**config.mk**
```make
export PLATFORM = sky130hd
export DESIGN_NAME = rolling_code_frame_transmitter_unit
export DESIGN_NICKNAME = d
export VERILOG_FILES = /design/src/design/rcft_pkg.sv /design/src/design/rcft_cipher.sv /design/src/design/rolling_code_frame_transmitter_unit.sv
export SDC_FILE = /design/constraint.sdc
export NUM_CORES = 1
export LEC_CHECK = 0
export BUFFER_PORTS_ARGS = -buffer_cell sky130_fd_sc_hd__buf_4
export CAP_MARGIN = 15
export CORE_ASPECT_RATIO = 1.2
export CORE_MARGIN = 8
export CORE_UTILIZATION = 57
export CTS_CLUSTER_DIAMETER = 100
export DETAILED_ROUTE_END_ITERATION = 8
export GPL_TIMING_DRIVEN = 0
export MAX_ROUTING_LAYER = met4
export PLACE_DENSITY = 0.8
export SYNTH_ARGS = -nofsm -noshare
export SYNTH_HDL_FRONTEND = slang
export SYNTH_SLANG_ARGS = --single-unit
```
**constraint.sdc**
```tcl
create_clock -name aclk -period 5.1 [get_ports aclk]
set_input_delay 0.765 -clock aclk [delete_from_list [all_inputs] [get_ports aclk]]
set_output_delay 0.765 -clock aclk [all_outputs]
set_load 0.01 [all_outputs]
```
**src/design/rcft_pkg.sv**
```systemverilog
// ----------------------------------------------------------------------------
// rcft_pkg
// Shared widths, cipher constants, register indexes and types of the
// rolling-code frame transmitter.
// ----------------------------------------------------------------------------
package rcft_pkg;

    localparam int unsigned SERIAL_W    = 28;
    localparam int unsigned KEY_W       = 64;
    localparam int unsigned DISC_W      = 12;
    localparam int unsigned BUTTON_W    = 4;
    localparam int unsigned REPEAT_W    = 7;
    localparam int unsigned HOP_W       = 32;
    localparam int unsigned COUNTER_W   = 16;
    localparam int unsigned CFG_INDEX_W = 2;
    localparam int unsigned CFG_DATA_W  = 64;

    localparam int unsigned MAX_REPEAT_DEFAULT = 64;

    localparam logic [HOP_W-1:0] KLQ_NLF    = 32'h3A5C_742E;
    localparam int unsigned      KLQ_ROUNDS = 528;
    localparam int unsigned      ROUND_W    = $clog2(KLQ_ROUNDS);
    localparam int unsigned      KEY_IDX_W  = $clog2(KEY_W);

    typedef enum logic [CFG_INDEX_W-1:0] {
        REG_DEVICE_SERIAL = 2'd0,
        REG_CIPHER_KEY    = 2'd1,
        REG_DISC_VALUE    = 2'd2
    } cfg_reg_t;

    typedef enum logic {
        ST_IDLE = 1'b0,
        ST_RUN  = 1'b1
    } tx_state_t;

    typedef struct packed {
        logic busy;
        logic done;
    } cipher_stat_t;

endpackage

```
**src/design/rcft_cipher.sv**
```systemverilog
// ----------------------------------------------------------------------------
// rcft_cipher
// KeeLoq encryption core: one nonlinear feedback round per cycle over the
// full 528 rounds, result held until the next start.
// ----------------------------------------------------------------------------
module rcft_cipher (
    input  logic                            aclk,
    input  logic                            aresetn,
    input  logic                            start_i,
    input  logic [rcft_pkg::HOP_W-1:0]      plain_i,
    input  logic [rcft_pkg::KEY_W-1:0]      key_i,
    output rcft_pkg::cipher_stat_t          stat_o,
    output logic [rcft_pkg::HOP_W-1:0]      data_o
);

    logic [rcft_pkg::HOP_W-1:0]   data_reg;
    logic [rcft_pkg::ROUND_W-1:0] round_reg;
    logic                         busy_reg;
    logic                         done_reg;

    logic [4:0] nlf_idx;
    logic       key_bit;
    logic       feedback;

    always_comb begin
        nlf_idx  = {data_reg[31], data_reg[26], data_reg[20], data_reg[9], data_reg[1]};
        key_bit  = key_i[round_reg[rcft_pkg::KEY_IDX_W-1:0]];
        feedback = data_reg[0] ^ data_reg[16] ^ key_bit ^ rcft_pkg::KLQ_NLF[nlf_idx];
    end

    always_ff @(posedge aclk) begin
        if (!aresetn) begin
            round_reg <= '0;
            busy_reg  <= 1'b0;
            done_reg  <= 1'b0;
        end else if (start_i) begin
            data_reg  <= plain_i;
            round_reg <= '0;
            busy_reg  <= 1'b1;
            done_reg  <= 1'b0;
        end else if (busy_reg) begin
            data_reg  <= {feedback, data_reg[rcft_pkg::HOP_W-1:1]};
            round_reg <= round_reg + 1'b1;
            if (round_reg == rcft_pkg::ROUND_W'(rcft_pkg::KLQ_ROUNDS - 1)) begin
                busy_reg <= 1'b0;
                done_reg <= 1'b1;
            end
        end
    end

    assign stat_o.busy = busy_reg;
    assign stat_o.done = done_reg;
    assign data_o      = data_reg;

endmodule

```
**src/design/rolling_code_frame_transmitter_unit.sv**
```systemverilog
// ----------------------------------------------------------------------------
// rolling_code_frame_transmitter_unit
// Rolling-code transmitter: sends each button request as a run of KeeLoq
// encrypted frames and advances the synchronisation counter per frame.
// ----------------------------------------------------------------------------
// Each accepted word asks for min(repeat_count, MAX_REPEAT) frames; a request
// for zero frames is dropped and leaves the counter alone. The cipher core
// encrypts each frame in its 528 rounds at one round per cycle; s_ready stays
// low while a word's frames are sent. A finished frame sits in the output
// register while the next frame is already encrypting. The counter wraps from
// 65535 to 0. Registers are to be written only while idle; the block itself
// does not enforce this.
// ----------------------------------------------------------------------------
module rolling_code_frame_transmitter_unit #(
    parameter int unsigned MAX_REPEAT = rcft_pkg::MAX_REPEAT_DEFAULT
) (
    input  logic                                aclk,
    input  logic                                aresetn,
    input  logic                                cfg_wr_en,
    input  logic [rcft_pkg::CFG_INDEX_W-1:0]    cfg_index,
    input  logic [rcft_pkg::CFG_DATA_W-1:0]     cfg_wdata,
    input  logic                                s_valid,
    output logic                                s_ready,
    input  logic [rcft_pkg::BUTTON_W-1:0]       s_button_code,
    input  logic [rcft_pkg::REPEAT_W-1:0]       s_repeat_count,
    output logic                                m_valid,
    input  logic                                m_ready,
    output logic [rcft_pkg::HOP_W-1:0]          m_hop_code,
    output logic [rcft_pkg::SERIAL_W-1:0]       m_serial_out,
    output logic [rcft_pkg::BUTTON_W-1:0]       m_button_out,
    output logic [rcft_pkg::COUNTER_W-1:0]      m_counter_used,
    output logic                                m_last_frame
);

    localparam int unsigned RPT_W = $clog2(MAX_REPEAT + 1);
    localparam int unsigned CMP_W = (RPT_W > rcft_pkg::REPEAT_W) ? RPT_W : rcft_pkg::REPEAT_W;

    rcft_pkg::tx_state_t state_reg, state_next;

    logic [rcft_pkg::SERIAL_W-1:0]  device_serial_reg;
    logic [rcft_pkg::KEY_W-1:0]     cipher_key_reg;
    logic [rcft_pkg::DISC_W-1:0]    disc_value_reg;
    logic [rcft_pkg::COUNTER_W-1:0] sync_counter_reg, sync_counter_next;
    logic [RPT_W-1:0]               remaining_reg, remaining_next;
    logic [rcft_pkg::BUTTON_W-1:0]  button_reg, button_next;
    logic                           m_valid_reg, m_valid_next;

    logic [rcft_pkg::HOP_W-1:0]     hop_reg;
    logic [rcft_pkg::SERIAL_W-1:0]  serial_reg;
    logic [rcft_pkg::BUTTON_W-1:0]  button_out_reg;
    logic [rcft_pkg::COUNTER_W-1:0] counter_used_reg;
    logic                           last_frame_reg;

    logic [CMP_W-1:0]               req_ext;
    logic [CMP_W-1:0]               max_ext;
    logic [RPT_W-1:0]               frames_sat;
    logic                           out_free;
    logic                           load;
    logic                           cipher_start;
    logic [rcft_pkg::BUTTON_W-1:0]  plain_button;
    logic [rcft_pkg::COUNTER_W-1:0] plain_counter;
    logic [rcft_pkg::HOP_W-1:0]     plain;

    rcft_pkg::cipher_stat_t         cipher_stat;
    logic [rcft_pkg::HOP_W-1:0]     cipher_data;

    rcft_cipher u_cipher (
        .aclk    (aclk),
        .aresetn (aresetn),
        .start_i (cipher_start),
        .plain_i (plain),
        .key_i   (cipher_key_reg),
        .stat_o  (cipher_stat),
        .data_o  (cipher_data)
    );

    always_comb begin
        req_ext    = CMP_W'(s_repeat_count);
        max_ext    = CMP_W'(MAX_REPEAT);
        frames_sat = (req_ext > max_ext) ? RPT_W'(max_ext) : RPT_W'(req_ext);
    end

    always_comb begin
        state_next        = state_reg;
        remaining_next    = remaining_reg;
        button_next       = button_reg;
        sync_counter_next = sync_counter_reg;
        s_ready           = 1'b0;
        load              = 1'b0;
        cipher_start      = 1'b0;
        out_free          = !m_valid_reg || m_ready;
        plain_button      = button_reg;
        plain_counter     = sync_counter_reg + 1'b1;

        case (state_reg)
            rcft_pkg::ST_IDLE: begin
                s_ready       = 1'b1;
                plain_button  = s_button_code;
                plain_counter = sync_counter_reg;
                if (s_valid && (frames_sat != '0)) begin
                    cipher_start   = 1'b1;
                    remaining_next = frames_sat;
                    button_next    = s_button_code;
                    state_next     = rcft_pkg::ST_RUN;
                end
            end
            rcft_pkg::ST_RUN: begin
                if (cipher_stat.done && out_free) begin
                    load              = 1'b1;
                    sync_counter_next = sync_counter_reg + 1'b1;
                    remaining_next    = remaining_reg - 1'b1;
                    if (remaining_reg == RPT_W'(1)) begin
                        state_next = rcft_pkg::ST_IDLE;
                    end else begin
                        cipher_start = 1'b1;
                    end
                end
            end
            default: begin
                state_next = rcft_pkg::ST_IDLE;
            end
        endcase

        plain        = {plain_button, disc_value_reg, plain_counter};
        m_valid_next = load ? 1'b1 : (m_ready ? 1'b0 : m_valid_reg);
    end

    always_ff @(posedge aclk) begin
        if (!aresetn) begin
            state_reg         <= rcft_pkg::ST_IDLE;
            sync_counter_reg  <= '0;
            remaining_reg     <= '0;
            m_valid_reg       <= 1'b0;
            device_serial_reg <= '0;
            cipher_key_reg    <= '0;
            disc_value_reg    <= '0;
        end else begin
            state_reg        <= state_next;
            sync_counter_reg <= sync_counter_next;
            remaining_reg    <= remaining_next;
            m_valid_reg      <= m_valid_next;
            if (cfg_wr_en) begin
                if (cfg_index == rcft_pkg::REG_DEVICE_SERIAL) begin
                    device_serial_reg <= cfg_wdata[rcft_pkg::SERIAL_W-1:0];
                end
                if (cfg_index == rcft_pkg::REG_CIPHER_KEY) begin
                    cipher_key_reg <= cfg_wdata[rcft_pkg::KEY_W-1:0];
                end
                if (cfg_index == rcft_pkg::REG_DISC_VALUE) begin
                    disc_value_reg <= cfg_wdata[rcft_pkg::DISC_W-1:0];
                end
            end
        end
    end

    always_ff @(posedge aclk) begin
        button_reg <= button_next;
        if (load) begin
            hop_reg          <= cipher_data;
            serial_reg       <= device_serial_reg;
            button_out_reg   <= button_reg;
            counter_used_reg <= sync_counter_reg;
            last_frame_reg   <= (remaining_reg == RPT_W'(1));
        end
    end

    assign m_valid         = m_valid_reg;
    assign m_hop_code      = hop_reg;
    assign m_serial_out    = serial_reg;
    assign m_button_out    = button_out_reg;
    assign m_counter_used  = counter_used_reg;
    assign m_last_frame    = last_frame_reg;

`ifndef SYNTHESIS
    a_busy_not_ready: assert property (@(posedge aclk) disable iff (!aresetn)
        cipher_stat.busy |-> !s_ready)
        else $error("input ready while cipher busy");

    a_counter_step: assert property (@(posedge aclk) disable iff (!aresetn)
        load |=> sync_counter_reg == rcft_pkg::COUNTER_W'($past(sync_counter_reg) + 1'b1))
        else $error("counter did not advance on frame load");

    a_run_has_frames: assert property (@(posedge aclk) disable iff (!aresetn)
        (state_reg == rcft_pkg::ST_RUN) |-> (remaining_reg != '0))
        else $error("running with no frames left");

    a_last_frame_idle: assert property (@(posedge aclk) disable iff (!aresetn)
        (load && (remaining_reg == RPT_W'(1))) |=>
            ((state_reg == rcft_pkg::ST_IDLE) && m_valid && m_last_frame))
        else $error("final frame not flagged or block not idle");

    a_load_needs_result: assert property (@(posedge aclk) disable iff (!aresetn)
        load |-> (cipher_stat.done && !cipher_stat.busy))
        else $error("frame loaded before encryption finished");
`endif

endmodule

```
### Word level (Yosys, flattened, before mapping)

Memory sizes are Yosys's and may differ from the RTL's. A register that Yosys moved wholly into a read port is not among the register bits.
Cells that the tools add are included.
Widths: inputs -> output; s select.

| cells by class | value |
|---|---|
| add/sub/neg operators | 3 |
| $mul | 0 |
| div/mod/pow operators | 0 |
| magnitude comparators | 3 |
| equal/unequal tests | 6 |
| shifts and indexed selects | 0 |
| multiplexer cells | 26 |
| bitwise operators | 5 |
| reduce and logical (&&, ||, !) cells | 17 |

Operator list:

| kind | number |
|---|---|
| $mux 32 | 2 |
| $mux 7 | 3 |
| $add 16x1->16 const B | 1 |
| $mux 16 | 1 |
| $reduce_and 2->1 | 8 |
| $mux 1 | 14 |
| $pmux 7 s2 | 1 |
| $add 10x1->10 const B | 1 |
| $eq 10x10->1 const B | 1 |
| $eq 7x1->1 const B | 1 |
| $gt 7x7->1 const B | 1 |
| $lt 6x7->1 const B | 1 |
| $reduce_bool 7->1 | 1 |
| $sub 7x1->7 const B | 1 |
| $bmux 1 s6 | 1 |
| $lt 5x6->1 const B | 1 |
| $mux 5 | 1 |
| $mux 4 | 1 |
| $pmux 1 s2 | 2 |
| $reduce_bool 2->1 | 2 |
| $xor 1x1->1 | 3 |
| $eq 2x1->1 const B | 1 |
| $eq 2x2->1 const B | 1 |
| $logic_and 1x1->1 | 2 |
| other kinds (7) | 8 |

| word-level totals | value |
|---|---|
| register bits after elaboration | 258 |
| latch bits | 0 |
| memory bits (writable) | 0 |
| ROM bits | 32 |
| input port bits | 82 |
| output and inout bits | 83 |
| word-level logic and storage cells | 78 |
| memories | 1 |

Memory list:

| name | words | bits a word | read ports | clocked after Yosys merged registers in | write ports | line | RTL |
|---|---|---|---|---|---|---|---|
| (name not given) | 32 | 1 | 1 | 1 | 0 | rcft_cipher.sv:28 | `feedback = data_reg[0] ^ data_reg[16] ^ key_bit ^ rcft_pkg::KLQ_NLF[nlf_idx];` |

### Depth between registers and ports, before layout

Gate-level depths: netlist of run 1.

| logic depth | value |
|---|---|
| word-level depth | 9 |
| gate-level depth with buffers | 11 |
| gate-level depth less buffers | 10 |

### Cells and area by module

From an unflattened synthesis of run 1, not the netlist that was laid out.

| unflattened totals | value |
|---|---|
| cell total of the unflattened synthesis | 952 |
| area total of the unflattened synthesis | 10446.3 µm² |

By module, submodules not included:

| module | instances | cells an instance | area an instance (µm²) | seq. area each (µm²) |
|---|---|---|---|---|
| rolling_code_frame_transmitter_unit | 1 | 725 | 7702.4 | 5134.9 |
| rcft_cipher | 1 | 227 | 2743.9 | 1221.2 |

### Worst setup path before layout of run 1

OpenSTA, ideal clock, no wires.

| timing | value |
|---|---|
| path kind | in2reg |
| from | in m_ready |
| to | reg sync_counter_reg[11] (netlist bit) |
| setup time | 0.115 ns |
| arrival | 4.151 ns |
| required time | 4.985 ns |
| slack | 0.834 ns |
| stages on the path | 7 |
| path buffers | 1 |
| cell sequence | nand2b_1 > nand3_2 > clkinv_1 > clkbuf_1 > nand2_1 > xnor2_1 > and2_1 |

| on the way | value |
|---|---|
| longest elaborated chain between the ends | 3 |

RTL lines:

| item | line | RTL |
|---|---|---|
| start: declaration | rolling_code_frame_transmitter_unit.sv:27 | `input logic m_ready,` |
| $logic_or 1x1->1 | rolling_code_frame_transmitter_unit.sv:91 | `out_free = !m_valid_reg \|\| m_ready;` |
| $logic_and 1x1->1 | rolling_code_frame_transmitter_unit.sv:108 | `if (cipher_stat.done && out_free) begin` |
| $reduce_and 2->1 (no line) | -- |  |
| end signal: assignment | rolling_code_frame_transmitter_unit.sv:139 | `sync_counter_reg <= sync_counter_next;` |
| end: declaration | rolling_code_frame_transmitter_unit.sv:43 | `logic [rcft_pkg::COUNTER_W-1:0] sync_counter_reg, sync_counter_next;` |

No other way between the ends.
A chain may end at the register's enable or synchronous reset.

==> results of run 1 <==
metal layers:
layer,part of all wire (%),vias up,global-route usage (%)
met5,0,-,-
met4,2.3,0,7.02
met3,5.8,41,3.34
met2,51,253,37.5
met1,41,3665,24.6
li1,-,3754,-
kinds of logic (layout without fill, tap and decap cells):
| family | count (synthesis) | count (layout) | share of synthesized area [%] |
|---|---|---|---|
| AND/OR/NAND/NOR | 401 | 401 | 16.6 |
| adder cells (fa/ha/maj) | 4 | 4 | 0.470 |
| flip-flops | 259 | 259 | 59.7 |
| AO/OA/AOI/OAI | 159 | 159 | 10.7 |
| XOR/XNOR | 42 | 42 | 3.46 |
| buffers and inverters | 67 | 281 | 3.23 |
| multiplexers | 41 | 41 | 5.79 |
layout by cell type, fill, tap and decap left out, types with 24 or more instances in the layout:
cell type	instances
o21ai_0	27
buf_4	164
nor2_1	29
mux2i_1	24
a21boi_0	95
clkbuf_16	27
dfxtp_1	142
edfxtp_1	117
clkbuf_1	50
nand2_1	280
metrics by stage:
stage / hold slack (ps) / utilization (%)
after floorplan: 406 / -
after global placement: 410 / 66.6
after detailed placement: 416 / 66.9
after CTS: 425 / 71.5
after global routing: 423 / 71.5
final: 427 / 71.5
power by group:
group / switching [mW] / leakage, nW / internal (mW) / total, mW
logic: 0.170 / 2.29 / 0.140 / 0.310
clock network: 0.755 / 0.407 / 1.08 / 1.83
registers: 0.0324 / 2.21 / 2.23 / 2.26
total: 0.957 / 4.91 / 3.44 / 4.40
cell type report:
class,instances,area [µm²],share of cell area [%]
Inverter,8,30.0,0.230
Timing Repair Buffer,167,1290,9.88
Sequential cell,259,6360,48.7
Buffer,59,318,2.44
Clock buffer,38,757,5.81
Tap cell,224,280,2.15
Clock inverter,9,70.1,0.537
Multi-Input combinational cell,647,3940,30.2
how the worst max path moves through the flow:
| stage | from | to | slack [ps] | cells after the start |
|---|---|---|---|---|
| 2_1_floorplan | m_ready | sync_counter_reg[11] | 830 | 7 |
| 3_3_place_gp | m_ready | sync_counter_reg[11] | -530 | 8 |
| 5_1_grt | s_repeat_count[0] | register | 1450 | 11 |
| 4_1_cts | s_repeat_count[1] | register | 1700 | 11 |
| 6_report | s_repeat_count[1] | register | 1690 | 11 |
| 3_5_place_dp | s_repeat_count[1] | register | 1160 | 11 |
==> key figures, run 1 <==
STA
  – Final setup margin: 1690 ps
  – Setup TNS: 0 ps
  – Fmax: 0.293 GHz
  – Relative slew margins: 47.0%
  – Unrepaired setup endpoints after global routing: false
  – Final setup fails: 0
  – Tmin final: 3410 ps
  – Final hold viol count: 0
  – Worst clock skew: 9.51 ps
  – Worst slew pin tran: 794 ps
  – Period utilization: 67.0%
  – Max Slew Vio Count: 0

Detailed routing
  – Residual DRC: 0
  – DR iter-0 viols: 540
  – Final ANT Viol Nets: 0
  – Vias/cell: 5.47
  – Final wirelength: 24,600 µm
  – WL/cell: 17.5 µm
  – Via count: 7,713
  – Drt pass-1 iters: 5

Placement
  – Placed cell areas: 12,200 µm²
  – Place WS: 1160 ps
  – Port bufs: 163
  – # placed instances: 1,364
  – GP Congestion: 0.849
  – Hpwl dp: 17,900 µm

Worst hold path
  – Worst hold start: device_serial_reg[27]
  – Hold EP: m_serial_out[27]
  – Hold depth: 0
  – Class of the worst hold path: register to register

Cells and area
  – Final Instance Area: 13,000 µm²
  – Fill cell count: 1,340
  – Largest register FFs: 64
  – Post-layout nets: 1,254
  – Layout Cells excl Fill: 1,411
  – ANT cells: 0
  – Area growth syn-to-layout: 22.6%
  – Fraction of layout cells with a size suffix above 1: 20.4%

Clocking
  – Root buf cell: clkbuf_16
  – Clock Latency Late Sink: 520 ps
  – Clk slew on worst S/H paths: 60 ps
  – CTS tree: built
  – Maximum root-to-sink buffer count: 3
  – Hold-fix buffers, CTS: 0
  – H-tree levels: 1
  – Post-CTS Setup Bufs: 0
  – TritonCTS Sinks: 259
  – CTS Buf Count: 26
  – Post_cts resized: 0

Synth
  – YS warnings: 0
  – Sequential fraction of the synthesis area: 59.7%
  – Synth area leader: edfxtp_1
  – Synth Cell Area: 10,600 µm²
  – Post-synthesis net count: 1,059
  – Main flop type after synthesis: dfxtp_1
  – Yosys cell types: 63
  – Post-synth EDFFs: 117
  – Count of state elements after synthesis: 259
  – Area fraction of the dominant cell type after synthesis: 33.0%
  – Ranking of synthesized cells by area: edfxtp_1, dfxtp_1, nand2_1
  – Mapped Avg Cell Area: 10.9 µm²
  – Async SR Flop Fraction: 0%
  – Synthesized instance count: 973
  – Top-count cell post-synth: nand2_1
  – Commonest cells post-synth: nand2_1, dfxtp_1, edfxtp_1

Pwr
  – Overall Power: 4.40 mW
  – Leak pwr: 4.91 nW
  – Power per Cell Area: 338 nW/µm²
  – Max rail drop VDD: 0.000313 V

Global routing
  – Pin count of the biggest net entering global routing: 65
  – Vias in the first global route: 7,893
  – GRT Resource Usage Total: 21.4%
  – Initial antenna violation count: 0
  – First-pass GRT wire length: 39,900 µm
  – Remaining global-route overflow: 0

Die
  – Num ports: 165
  – Chip height: 166 µm
  – Die width: 141 µm
  – Site Rows: 54
  – Core area: 18,200 µm²
  – Starting density of the core: 58.3%
  – Total die area: 23,300 µm²

Setup path
  – CP delay by family, top: compound AO/OA/AOI/OAI gates
  – Crit path required time: 5510 ps
  – CP max FO: 19
  – CP max stage cell: a211oi_2
  – Critical-path cell list: buf_4, nor3_1, a211oi_2, o21bai_2, o21ai_4, inv_1, buf_16, a2bb2oi_1, nor3b_1, mux2i_1, and3_1
  – Setup crit end kind: register
  – Setup CP Type: input port to register
  – CP Buf/Inv Count: 3
  – RR Startpoint: state_reg
  – Critical Path Source Type: input port
  – Arrival @ worst endpoint: 3830 ps
  – Worst Reg-to-Reg Cells: 9
  – FF-to-FF setup slack: 1790 ps
  – CP max stage delay: 690 ps

Run status
  – Status: completed

Job
  – Max cap viols: 0
No activity file was read; power rests on OpenSTA's default activity.
==> inputs of run 2 (changes only) <==
==> constraint.sdc (replaced) <==
create_clock -name aclk -period 3.4 [get_ports aclk]
set_input_delay 0.51 -clock aclk [delete_from_list [all_inputs] [get_ports aclk]]
set_output_delay 0.51 -clock aclk [all_outputs]
set_load 0.01 [all_outputs]
==> run 2 against run 1 <==
  * Sequential power increased by 50%
  * Register-to-register slack got worse by 1500 ps
  * Worst setup slack got worse by 1400 ps
  * Via count decreased by 0.95%
  * Wire length increased by 1.0%
  * Hold slack got worse by 260 ps
  * Clock-buffer cell count decreased by 7
  * Total power increased by 51%
  * Utilization about the same
  * Clock power increased by 52%
==> key figures, run 2 (synthesis gave the netlist of run 1 again) <==
Clocking
  – TritonCTS Sinks: 259 (unchanged)
  – CTS tree: built
  – CTS Buf Count: 25 (-3.8%)
  – Clock Latency Late Sink: 530 ps (about the same)
  – Clk slew on worst S/H paths: 70 ps (about the same)
  – Root buf cell: clkbuf_16
  – Maximum root-to-sink buffer count: 3 (unchanged)
  – H-tree levels: 1 (unchanged)

Cells and area
  – Post-layout nets: 1,251 (-0.24%)
  – Final Instance Area: 13,000 µm² (about the same)
  – Fill cell count: 1,283 (-4.3%)
  – Fraction of layout cells with a size suffix above 1: 20.5% (+0.14 points)
  – Most frequent cells in the layout: nand2_1, buf_4, dfxtp_1
  – Largest register FFs: 64 (unchanged)
  – Layout Cells excl Fill: 1,408 (-0.21%)
  – ANT cells: 0 (unchanged)
  – Area growth syn-to-layout: 22.6% (about the same)
  – Most common cell after layout, fill and taps aside: nand2_1

Detailed routing
  – Final wirelength: 24,900 µm (+1.0%)
  – Residual DRC: 0 (unchanged)
  – DR iter-0 viols: 509 (-5.7%)
  – Final ANT Viol Nets: 0 (unchanged)
  – WL/cell: 17.7 µm (+1.3%)
  – Via count: 7,640 (-0.95%)
  – Drt pass-1 iters: 5 (unchanged)
  – Vias/cell: 5.43 (-0.74%)

STA
  – Final hold viol count: 0 (unchanged)
  – Worst clock skew: 19.2 ps (+9.71 ps)
  – Worst slew pin tran: 913 ps (+119 ps)
  – Unrepaired setup endpoints after global routing: false
  – Tmin final: 3110 ps
  – Period utilization: 91.5%
  – Fmax: 0.321 GHz
  – Max Slew Vio Count: 0 (unchanged)
  – Final setup fails: 0 (unchanged)
  – Relative slew margins: 38.9% (-8.1 points)

Pwr
  – Leak pwr: 4.89 nW (-0.35%)
  – Max rail drop VDD: 0.000324 V (+3.4%)
  – Flop pwr share: 51.0% (-0.4 points)
  – Sw Share: 22.2% (+0.48 points)
  – Net Switching: 1.48 mW (+54%)
  – Clock share of power: 42.0% (+0.4 points)
  – Pint: 5.17 mW (+50%)
  – Combinational power share: 7.1% (about the same)
  – Power per Cell Area: 510 nW/µm² (+51%)

Setup path
  – RR Startpoint: state_reg
  – CP Buf/Inv Count: 2 (-1)
  – Crit path required time: 3830 ps (-1680 ps)
  – CP delay by family, top: compound AO/OA/AOI/OAI gates
  – Setup CP Type: register to register
  – FF-to-FF setup slack: 290 ps (-1500 ps)
  – Cell depth of the worst setup path: 9 (-2)
  – CP max stage delay: 690 ps (about the same)
  – Critical Path Source Type: register
  – CP Launch Point: state_reg
  – Worst Reg-to-Reg Cells: 9 (unchanged)
  – Arrival @ worst endpoint: 3540 ps (-290 ps)
  – CP max FO: 19 (unchanged)
  – Setup crit end kind: register
  – Critical-path cell list: a211oi_2, o21bai_2, o21ai_4, clkinvlp_4, buf_16, a2bb2oi_1, o211a_1, o21ai_0, and3_1
  – CP max stage cell: a211oi_2

Die
  – Core area: 18,200 µm² (unchanged)
  – Chip height: 166 µm (unchanged)
  – Site Rows: 54 (unchanged)
  – Total die area: 23,300 µm² (unchanged)
  – Starting density of the core: 58.3% (unchanged)
  – Num ports: 165 (unchanged)
  – Die width: 141 µm (unchanged)

Global routing
  – Vias in the first global route: 7,843 (-0.63%)
  – Remaining global-route overflow: 0 (unchanged)
  – First-pass GRT wire length: 40,100 µm (+0.43%)
  – GRT Resource Usage Total: 21.6% (+0.14 points)
  – Pin count of the biggest net entering global routing: 58 (-11%)
  – Initial antenna violation count: 0 (unchanged)

Placement
  – Placed cell areas: 12,200 µm² (about the same)
  – Port bufs: 163 (unchanged)
  – GP Congestion: 0.850 (+0.16%)
  – Hpwl dp: 17,700 µm (-0.86%)
  – # placed instances: 1,362 (-0.15%)

Run status
  – Status: completed

Worst hold path
  – Class of the worst hold path: input port to register

Job
  – Max cap viols: 0 (unchanged)
run 2: through the flow:
stage                     setup TNS, ps  hold WS, ps  power [mW]  utilization [%]  worst slack [ps]
after detailed placement           -386          413        3.92             66.9              -386
after global placement             -826          411        3.90             66.6              -471
after floorplan                       0          406        3.72                -               364
final                                 0          168        6.65             71.5               289
after global routing                  0          154        6.85             71.5              97.1
after CTS                             0          157        6.68             71.5              21.8
run 2: what timing repair did:
item / CTS / global route
endpoints found under the setup margin: 0 / 1
gates resized for setup: 0 / 1
hold buffers: 0 / 0
setup buffers: 0 / 0
run 2: worst min path at each step:
stage,start,to,slack [ps],depth (start not counted)
final,s_button_code[1],button_reg[1],170,1
after global placement,device_serial_reg[24],m_serial_out[24],410,0
after CTS,s_button_code[0],button_reg[0],160,1
after floorplan,sync_counter_reg[13],m_counter_used[13],410,0
after global routing,s_button_code[0],button_reg[0],150,1
after detailed placement,device_serial_reg[0],m_serial_out[0],410,0
run 2: power groups by stage:
| stage | Combinational (mW) | Clock, mW | Sequential [mW] |
|---|---|---|---|
| after floorplan | 0.282 | 0 | 3.44 |
| after global placement | 0.446 | 0 | 3.45 |
| after detailed placement | 0.465 | 0 | 3.46 |
| after CTS | 0.470 | 2.82 | 3.39 |
| after global routing | 0.521 | 2.93 | 3.40 |
| final | 0.470 | 2.79 | 3.39 |
run 2: layer usage:
| layer | GRT usage, % | routed length [µm] | up-vias |
|---|---|---|---|
| met3 | 3.22 | 1200 | 49 |
| met5 | - | 0 | - |
| li1 | - | - | 3736 |
| met2 | 37.2 | 12700 | 218 |
| met1 | 25.8 | 10500 | 3637 |
| met4 | 5.85 | 571 | 0 |
run 2: cell type report:
cell class	instances	area (µm²)	area share, %
Sequential cell	259	6360	48.7
Tap cell	224	280	2.15
Buffer	59	318	2.44
Clock buffer	31	659	5.06
Inverter	8	33.8	0.259
Clock inverter	15	173	1.32
Timing Repair Buffer	165	1280	9.80
Multi-Input combinational cell	647	3940	30.2
==> inputs of run 3 (changes only) <==
--- a/config.mk
+++ b/config.mk
@@ -15,6 +15,7 @@
 export GPL_TIMING_DRIVEN = 0
 export MAX_ROUTING_LAYER = met4
 export PLACE_DENSITY = 0.8
+export RECOVER_POWER = 100
 export SYNTH_ARGS = -nofsm -noshare
 export SYNTH_HDL_FRONTEND = slang
 export SYNTH_SLANG_ARGS = --single-unit
==> run 3 against run 2 <==
  * The run now ends with capacitance limit, slew limit left
  * Highest routed layer unchanged
  * Clock power about the same
  * Utilization shrank 1.9 points
  * Combinational power shrank 1%
  * Maximum frequency fell by 0.75%
  * Largest cell class unchanged
  * Wire length about the same
  * Die area stayed put
  * Worst setup slack worse by 23 ps
==> key figures, run 3 (synthesis gave the netlist of run 1 again) <==
Run status
  – Status: complete, but fails checks
  – Failing checks: capacitance limit, slew limit

STA
  – Tmin final: 3130 ps (+23.4 ps)
  – Max Slew Vio Count: 11 (+11)
  – Hold Slack: 207 ps (+38.7 ps)
  – Worst clock skew: 19.1 ps (-0.135 ps)
  – Worst slew pin tran: 1670 ps (+757 ps)
  – Final hold viol count: 0 (unchanged)
  – Final setup fails: 0 (unchanged)
  – Period utilization: 92.2% (+0.69 points)
  – Fmax: 0.319 GHz (-0.75%)
  – Setup TNS: 0 ps (unchanged)
  – Relative slew margins: -11.6% (-50 points)
  – Unrepaired setup endpoints after global routing: false

Cells and area
  – ANT cells: 0 (unchanged)
  – Fraction of layout cells with a size suffix above 1: 12.8% (-7.7 points)
  – Most frequent cells in the layout: nand2_1, dfxtp_1, clkbuf_1
  – Most common cell after layout, fill and taps aside: nand2_1
  – Sequential cell area: 6360 µm² (unchanged)
  – Fill cell count: 1,376 (+7.2%)
  – Multi-input gate area: 3930 µm² (-0.29%)
  – Post-layout nets: 1,251 (unchanged)
  – Largest register FFs: 64 (unchanged)
  – Area growth syn-to-layout: 19.3%
  – Final Instance Area: 12,700 µm² (-2.7%)

Clocking
  – Maximum root-to-sink buffer count: 3 (unchanged)
  – CTS Buf Count: 25 (unchanged)
  – CTS tree: built
  – Clk slew on worst S/H paths: 60 ps (about the same)
  – Post-CTS Setup Bufs: 0 (unchanged)
  – H-tree levels: 1 (unchanged)
  – Clock Latency Late Sink: 530 ps (about the same)
  – Root buf cell: clkbuf_16
  – TritonCTS Sinks: 259 (unchanged)

Die
  – Starting density of the core: 58.3% (unchanged)
  – Chip height: 166 µm (unchanged)
  – Num ports: 165 (unchanged)
  – Core area: 18,200 µm² (unchanged)
  – Total die area: 23,300 µm² (unchanged)
  – Die width: 141 µm (unchanged)
  – Site Rows: 54 (unchanged)

Setup path
  – CP max FO: 19 (unchanged)
  – Crit path required time: 3820 ps (about the same)
  – Setup CP Type: register to register
  – Arrival @ worst endpoint: 3560 ps (+20 ps)
  – Critical Path Source Type: register
  – Setup crit end kind: register

Placement
  – Placed cell areas: 12,200 µm² (unchanged)
  – GP Congestion: 0.850 (unchanged)
  – Hpwl dp: 17,700 µm (unchanged)
  – Port bufs: 163 (unchanged)

Global routing
  – First-pass GRT wire length: 40,100 µm (unchanged)
  – GRT Resource Usage Total: 21.6% (unchanged)
  – Remaining global-route overflow: 0 (unchanged)
  – Pin count of the biggest net entering global routing: 58 (unchanged)
  – Vias in the first global route: 7,843 (unchanged)
  – Initial antenna violation count: 0 (unchanged)

Worst hold path
  – Class of the worst hold path: input port to register

Pwr
  – Overall Power: 6.65 mW (about the same)
  – Leak pwr: 4.55 nW (-6.9%)
  – Max rail drop VDD: 0.000322 V (-0.49%)
  – Power per Cell Area: 524 nW/µm² (+2.7%)

Detailed routing
  – Drt pass-1 iters: 5 (unchanged)
  – Via count: 7,658 (+0.24%)
  – Residual DRC: 0 (unchanged)
  – Final ANT Viol Nets: 0 (unchanged)
  – Vias/cell: 5.44 (+0.24%)
  – Final wirelength: 24,900 µm (about the same)
  – WL/cell: 17.7 µm (about the same)
  – DR iter-0 viols: 500 (-1.8%)

Job
  – Max cap viols: 1 (+1)
run 3: power breakdown:
part	internal [mW]	total, mW	switching, mW
Combinational	0.206	0.464	0.259
Clock	1.62	2.79	1.17
Sequential	3.34	3.39	0.0488
run 3: per-layer routing:
metal	GRT usage [%]	share of wire [%]	vias up
li1	-	-	3739
met1	25.8	42	3643
met2	37.2	51	231
met3	3.22	5.1	45
met4	5.85	2.2	0
met5	-	0	-
run 3: layout make-up:
cell class	count	share of cell area [%]
clock buffers	31	5.20
clock inverters	15	1.36
plain buffers	59	2.41
flip-flops and latches	259	50.1
inverters	8	0.266
multi-input cells	647	31.0
well taps	224	2.21
repair buffers	165	7.47
run 3: final timing paths:
check                                   endpoint  cells past startpoint                  start  slack [ps]
worst min-delay path               button_reg[0]                      1       s_button_code[0]         210
worst min register to register  m_serial_out[26]                      0  device_serial_reg[26]         430
worst max register to register          register                      9              state_reg         270
worst max-delay path                    register                      9              state_reg         270
run 3: repair_timing:
| action | 4_1_cts | 5_1_grt |
|---|---|---|
| endpoints found under the setup margin | 0 | 1 |
| gates resized for setup | 0 | 1 |
| hold buffers | 0 | 0 |
run 3: metrics by stage:
stage / cells / setup slack, ps / util, %
after floorplan: 973 / 364 / -
after global placement: 1360 / -471 / 66.6
after detailed placement: 1362 / -386 / 66.9
after CTS: 1408 / 21.8 / 71.5
after global routing: 1408 / 77.8 / 69.6
final: 1408 / 266 / 69.6
run 3: worst max-delay path, stage by stage, from the launching register on:
cell,delay (ps)
dfxtp_1,310
a211oi_2,680
o21bai_2,390
o21ai_4,160
clkinvlp_4,340
buf_16,210
a2bb2oi_1,420
o211a_1,230
o21ai_0,80
and3_1,200
